--- src/design/assert_macros.svh ---
// assertion macros shared by the haversine distance rtl
// clocked on clk and disabled while rst_n is low in the including module
`ifndef ASSERT_MACROS_SVH
`define ASSERT_MACROS_SVH

// property must hold at every clock edge out of reset
`define HVD_ASSERT(name, prop, msg) \
    name: assert property (@(posedge clk) disable iff (!rst_n) prop) \
        else $error(msg);

// expression must never be true at a clock edge out of reset
`define HVD_ASSERT_NEVER(name, expr, msg) \
    name: assert property (@(posedge clk) disable iff (!rst_n) !(expr)) \
        else $error(msg);

`endif

--- src/design/hvd_pkg.sv ---
// types and constants for the haversine distance pipeline
// no dependencies; used by the channel interfaces and every module
package hvd_pkg;

    localparam int LAT_W  = 24;
    localparam int LON_W  = 25;
    localparam int DIST_W = 28;
    localparam int RAD_W  = 16;
    localparam int ADDR_W = 3;
    localparam int DATA_W = 32;

    // cordic datapath width, q30 with headroom for the gain
    localparam int CW = 34;
    typedef logic signed [CW-1:0] cvec_t;

    localparam int LANES = 4;

    // register index taken from paddr[2]
    localparam logic REG_RADIUS = 1'b0;

    localparam logic [RAD_W-1:0]  RADIUS_RESET = 16'd6371;
    localparam cvec_t             INV_GAIN     = 34'sd652032874;
    localparam logic [30:0]       Q30_ONE      = 31'h4000_0000;
    localparam logic [30:0]       PI_Q29       = 31'd1686629713;
    localparam logic [29:0]       DIST_MAX     = 30'h0FFF_FFFF;
    localparam logic [26:0]       LAT_TURN     = 27'd23592960;
    localparam logic [26:0]       HALF_TURN    = 27'd47185920;
    // ceil(2^32 / 45), exact quotient for dividends below 2^28
    localparam logic [26:0]       RECIP45      = 27'd95443718;

    // integer square root of a q30 value shifted up by 30
    localparam int SQRT_W     = 62;
    localparam int SQRT_STEPS = 31;

    localparam logic [31:0] ATAN_PHASE [32] = '{
        32'h20000000, 32'h12E4051E, 32'h09FB385B, 32'h051111D4,
        32'h028B0D43, 32'h0145D7E1, 32'h00A2F61E, 32'h00517C55,
        32'h0028BE53, 32'h00145F2F, 32'h000A2F98, 32'h000517CC,
        32'h00028BE6, 32'h000145F3, 32'h0000A2FA, 32'h0000517D,
        32'h000028BE, 32'h0000145F, 32'h00000A30, 32'h00000518,
        32'h0000028C, 32'h00000146, 32'h000000A3, 32'h00000051,
        32'h00000029, 32'h00000014, 32'h0000000A, 32'h00000005,
        32'h00000003, 32'h00000001, 32'h00000001, 32'h00000000
    };

endpackage

--- src/design/hvd_isqrt.sv ---
// pipelined floor square root of (value << 30), one result bit per stage
// depends on hvd_pkg for widths and step count
module hvd_isqrt import hvd_pkg::*; (
    input  logic        clk,
    input  logic        rst_n,
    input  logic        en,
    input  logic        valid_in,
    input  logic [30:0] value,
    output logic        valid_out,
    output logic [30:0] root
);

    logic              valid_reg [SQRT_STEPS];
    logic [SQRT_W-1:0] rem_reg   [SQRT_STEPS];
    logic [SQRT_W-1:0] res_reg   [SQRT_STEPS];

    for (genvar k = 0; k < SQRT_STEPS; k++) begin : g_step
        localparam logic [SQRT_W-1:0] BIT_K =
            {{(SQRT_W-1){1'b0}}, 1'b1} << (2 * (SQRT_STEPS - 1 - k));

        logic              vi;
        logic [SQRT_W-1:0] rem_i;
        logic [SQRT_W-1:0] res_i;
        logic [SQRT_W-1:0] trial;
        logic              fits;
        logic [SQRT_W-1:0] rem_next;
        logic [SQRT_W-1:0] res_next;

        if (k == 0) begin : g_first
            assign vi    = valid_in;
            assign rem_i = {1'b0, value, 30'd0};
            assign res_i = '0;
        end else begin : g_chain
            assign vi    = valid_reg[k-1];
            assign rem_i = rem_reg[k-1];
            assign res_i = res_reg[k-1];
        end

        assign trial    = res_i + BIT_K;
        assign fits     = rem_i >= trial;
        assign rem_next = fits ? rem_i - trial : rem_i;
        assign res_next = fits ? (res_i >> 1) + BIT_K : res_i >> 1;

        always_ff @(posedge clk or negedge rst_n)
        begin
            if (!rst_n)
            begin
                valid_reg[k] <= 1'b0;
            end
            else if (en)
            begin
                valid_reg[k] <= vi;
            end
        end

        always_ff @(posedge clk)
        begin
            if (en)
            begin
                rem_reg[k] <= rem_next;
                res_reg[k] <= res_next;
            end
        end
    end

    assign valid_out = valid_reg[SQRT_STEPS-1];
    assign root      = res_reg[SQRT_STEPS-1][30:0];

endmodule

--- config.mk ---
export PLATFORM = sky130hd
export DESIGN_NAME = hvd_isqrt
export DESIGN_NICKNAME = d
export VERILOG_FILES = /design/src/design/assert_macros.svh /design/src/design/hvd_pkg.sv /design/src/design/hvd_isqrt.sv
export SDC_FILE = /design/constraint.sdc
export NUM_CORES = 2
export LEC_CHECK = 0
export BUFFER_PORTS_ARGS = -buffer_cell sky130_fd_sc_hd__buf_2
export CAP_MARGIN = 20
export CORE_ASPECT_RATIO = 1.1
export CORE_MARGIN = 8
export CORE_UTILIZATION = 55
export DETAILED_ROUTE_END_ITERATION = 8
export PLACE_DENSITY = 0.73
export SYNTH_ARGS = -nofsm -noshare
export SYNTH_HDL_FRONTEND = slang
export SYNTH_SLANG_ARGS = --single-unit
--- constraint.sdc ---
create_clock -name clk -period 3.8 [get_ports clk]
set_input_delay 0.38 -clock clk [delete_from_list [all_inputs] [get_ports clk]]
set_output_delay 0.38 -clock clk [all_outputs]
set_load 0.02 [all_outputs]
After elaboration in Yosys (flattened, before gate mapping)
Memories as Yosys holds them, arrays and structs flattened.
Index checks and enable logic that the tools add are counted.
- flip-flop bits (word level): 31
- latch bits: 0
- RAM bits: 3844
- memory bits (read-only): 0
- input bits: 35
- output and inout bits: 32
- logic and storage cells: 219
- memories kept: 2
- add/sub/neg operators: 91
- $mul: 0
- div/mod/pow operators: 0
- order comparisons: 31
- equal/unequal tests: 0
- shift-type cells: 0
- muxes and demuxes: 64
- bitwise gates (word level): 0
- reductions and logical operators: 0
- memory list (name ; depth ; bits a word ; read ports ; clocked after Yosys merged registers in ; write ports ; RTL line ; source):
    rem_reg ; 31 ; 62 ; 30 ; 0 ; 31 ; hvd_isqrt.sv:14 ; logic [SQRT_W-1:0] rem_reg [SQRT_STEPS];
    res_reg ; 31 ; 62 ; 31 ; 0 ; 31 ; hvd_isqrt.sv:15 ; logic [SQRT_W-1:0] res_reg [SQRT_STEPS];
- operators by type and width (operator ; number):
    $mux 62 ; 61
    $ge 62x62->1 ; 30
    $sub 62x62->62 ; 30
    $add 61x1->62 const B ; 1
    $add 61x11->62 const B ; 1
    $add 61x13->62 const B ; 1
    $add 61x15->62 const B ; 1
    $add 61x17->62 const B ; 1
    $add 61x19->62 const B ; 1
    $add 61x21->62 const B ; 1
    $add 61x23->62 const B ; 1
    $add 61x25->62 const B ; 1
    $add 61x27->62 const B ; 1
    $add 61x29->62 const B ; 1
    $add 61x3->62 const B ; 1
    $add 61x31->62 const B ; 1
    $add 61x33->62 const B ; 1
    $add 61x35->62 const B ; 1
    $add 61x37->62 const B ; 1
    $add 61x39->62 const B ; 1
    $add 61x41->62 const B ; 1
    $add 61x43->62 const B ; 1
    $add 61x45->62 const B ; 1
    $add 61x47->62 const B ; 1
    other kinds (43) ; 44

Depth between registers and ports, before layout
An unclocked memory read counts as a cell.
- depth after elaboration: 4
- depth in mapped cells: 15
- depth with buffers taken out: 14

Least setup slack after synthesis
No wires, ideal clock.
- path kind: flip-flop to flip-flop
- from: mem rem_reg[22][16], in the netlist rem_reg[1][388]
- to: mem rem_reg[23][58], in the netlist rem_reg[1][492], data pin
- library setup time: 273 ps
- arrival: 3367 ps
- required time: 3527 ps
- path slack: 161 ps
- cell stages (with the launch flop): 13
- buffers on the path: 1
- clock period less this slack: 3639 ps
- path through: edfxtp_1 ha_1 fa_1 a211oi_1 o211ai_1 a2111o_1 and3b_1 o2111ai_1 nand4b_1 or2_2 clkbuf_1 nor4b_1 xor2_1
- RTL lines (element ; RTL line):
    start, declared ; hvd_isqrt.sv:14

==> flow_summary.toml <==
[critical_path]
worst_setup_path_start_kind = "flop"
crit_fanout = 4
required_ps = 4380
path_class = "reg -> reg"
arrival_ps = 4270
cp-end-kind = "flop"

[grt]
grt-ovfl-total = 0
grt_start_max_net_pins = 111
grt_pass1_vias = 61261
grt_pass1_wl_mm = 308
antenna_found_initial = 0
grtUsageTotal_pct = 21.3

[run]
cap_violations = 0

[power_and_ir_drop]
pwr-share-seq_pct = 45.7
power.switching_mw = 17.7
p_comb_share_pct = 25.0
ir_worst_vdd_uv = 441
p_int_mw = 39.8
p_sw_share_pct = 30.8
p_per_area_nw_per_um2 = 572
power_mw = 57.4
cellLeakagePower_nw = 38.7
p_clk_share_pct = 29.4

[place]
hpwl_mm = 144
gp_congestion = 0.965
port_buffers = 66
dp_slack_ps = -200

[clock_network]
cts_tree = "yes"
cts_buffers = 174
cts_root_buf = "clkbuf_16"
path_clk_slew_ps = 60
numClockSinks = 1683
cts_htree_levels = 4
clk_latency_ps = 830
clock_path_buffers = 3

[route]
wl_per_cell_um = 18.5
drc = 0
drt_iter0_markers = 3577
wl_mm = 193
viasPerCell = 5.80
vias = 60673
ant_nets = 0
first_pass_iters = 6

[sta]
worst_pin_slew_ps = 1090
period_share_pct = 97.1
finalSetupTns_ps = 0
hold_viol = 0
setup_viol = 0
post-route-min-period_ps = 3690
rsz0062_at_grt = "yes"
worst_slack_ps = 110
slew_headroom_pct = 26.9
final_max_slew_viol_count = 0
fin_skew_ps = 70.4
fmax_mhz = 271

[run_status]
status = "complete, no violations"

[logic_synthesis]
ys_warn_count = 0
synth_area_per_cell_um2 = 11.4
yosys_most_used_dff = "edfxtp_1"
syn-cell-area_um2 = 89600
synth_edf_count = 1652
yosys_register_bits = 1683
synth_area_leaders = "edfxtp_1 (55%), ha_1 (6.9%), xor2_1 (3.9%)"
synth_cell_type_count = 88
synth_cells = 7857
yosys-top-cells-count = "edfxtp_1 (1652), nand2_1 (641), inv_1 (630)"
seq_area_frac_synth_pct = 56.2
yosys.cell_count.top_type = "edfxtp_1"
yosysTopAreaCell = "edfxtp_1"
async_reset_ff_share_pct = 1.84
synth_top_area_share_pct = 55.3

[floorplanning]
die_y_um = 439
start_util_pct = 55.3
coreArea_um2 = 162000
die_w_um = 401
die-area_um2 = 176000
io_pins = 67
rows = 155

[final_layout]
syn2layout_area_growth_pct = 12.1
largest_reg_flops = 1156
finalNetCount = 8730
drive_gt1_share_pct = 8.94
final_core_util_pct = 62.0

[worst_hold_path]
hold_path_class = "in -> reg"
==> worst max-delay path: stages (launching register included) <==
cell	delay [ps]
edfxtp_1	400
ha_1	260
fa_1	430
a211o_1	320
o211ai_1	150
a21oi_1	210
a41o_1	310
a31oi_1	310
and4b_1	270
nor4b_1	300
buf_4	200
nand4_1	120
xnor2_1	160
==> worst paths after layout <==
| path | start | end | slack (ps) | depth (start not counted) |
|---|---|---|---|---|
| setup reg to reg | rem_reg[1][148] | rem_reg[1][246] | 110 | 12 |
| hold / removal | en | rem_reg[1][51] | 80 | 1 |
| min in group asynchronous | rst_n | g_step[27].vi | 170 | 2 |
| setup / recovery | rem_reg[1][148] | rem_reg[1][246] | 110 | 12 |
| max in group asynchronous | rst_n | g_step[28].vi | 3180 | 2 |
| hold reg to reg | res_reg[26][8] | res_reg[27][7] | 420 | 0 |
==> area by class of cell <==
type / instances / area [um^2]
fillers: 12491 / 61700
flip-flops and latches: 1683 / 50400
multi-input cells: 5376 / 36600
clock buffers: 211 / 4540
well taps: 2119 / 2650
repair buffers: 319 / 2650
inverters: 633 / 2380
clock inverters: 112 / 1240
diodes: 1 / 2.50
==> power groups by stage <==
stage	combinational [mW]	sequential [mW]	clock [mW]
6_report	14.3	26.2	16.9
5_1_grt	15.8	26.5	18.0
4_1_cts	14.1	26.2	17.3
3_5_place_dp	14.0	26.5	0
3_3_place_gp	13.7	26.5	0
2_1_floorplan	10.3	25.7	0
==> cell families (layout without fill, tap and decap cells) <==
logic type | after synthesis | after routing | synth area share [%]
adders and majority gates | 508 | 508 | 7.21
other | 1 | 3 | 0.00418
DFF | 1683 | 1683 | 56.2
AOI/OAI and AO/OA | 1688 | 1688 | 11.7
and+or+nand+nor | 2315 | 2315 | 12.9
buffers and inverters | 799 | 1275 | 3.37
muxes | 84 | 84 | 1.04
xor gates and xnor gates | 779 | 779 | 7.61
==> through the flow <==
step	instances	cell area (um^2)	hold slack [ps]
final	10454	100000	81.9
after global routing	10453	100000	47.7
after CTS	10445	100000	35.1
after detailed placement	10089	93900	431
after global placement	10088	93900	429
after floorplan	7858	89600	84.4
==> cells in the final DEF (no fill, tap or decap), types with 58 or more instances in the layout <==
master and instances:
a211oi_1 61, a21o_1 187, a21oi_1 469, buf_2 66
buf_4 191, clkbuf_16 175, edfxtp_1 1652, ha_1 493
inv_1 630, mux2_2 72, nand2_1 641, nand2b_1 80
nand3_1 169, nand4_1 81, nor2_1 485, nor2b_1 68
nor3_1 226, nor4_1 164, o21a_1 88, o21ai_0 475
o21bai_1 58, or3_1 94, xnor2_1 382, xor2_1 397
==> metal layers <==
metal | global-route usage (%) | share of wire [%] | up-vias | routed length, um
met5 | 0 | 0 | - | 0
met4 | 11.0 | 5.6 | 0 | 10900
met3 | 2.98 | 4.1 | 627 | 8000
met2 | 41.3 | 53 | 1664 | 103000
met1 | 22.4 | 37 | 28804 | 71800
li1 | - | - | 29578 | -
==> what timing repair did <==
action | in CTS | in global routing
resized for setup | 10 | 61
cloned | 0 | 0
hold buffers | 33 | 0
endpoints found under the setup margin | 15 | 159
buffers inserted | 0 | 8
endpoints found under the hold margin | 63 | 0
pin swaps | 2 | 11
Note: power is estimated with default switching activity, not from simulation.
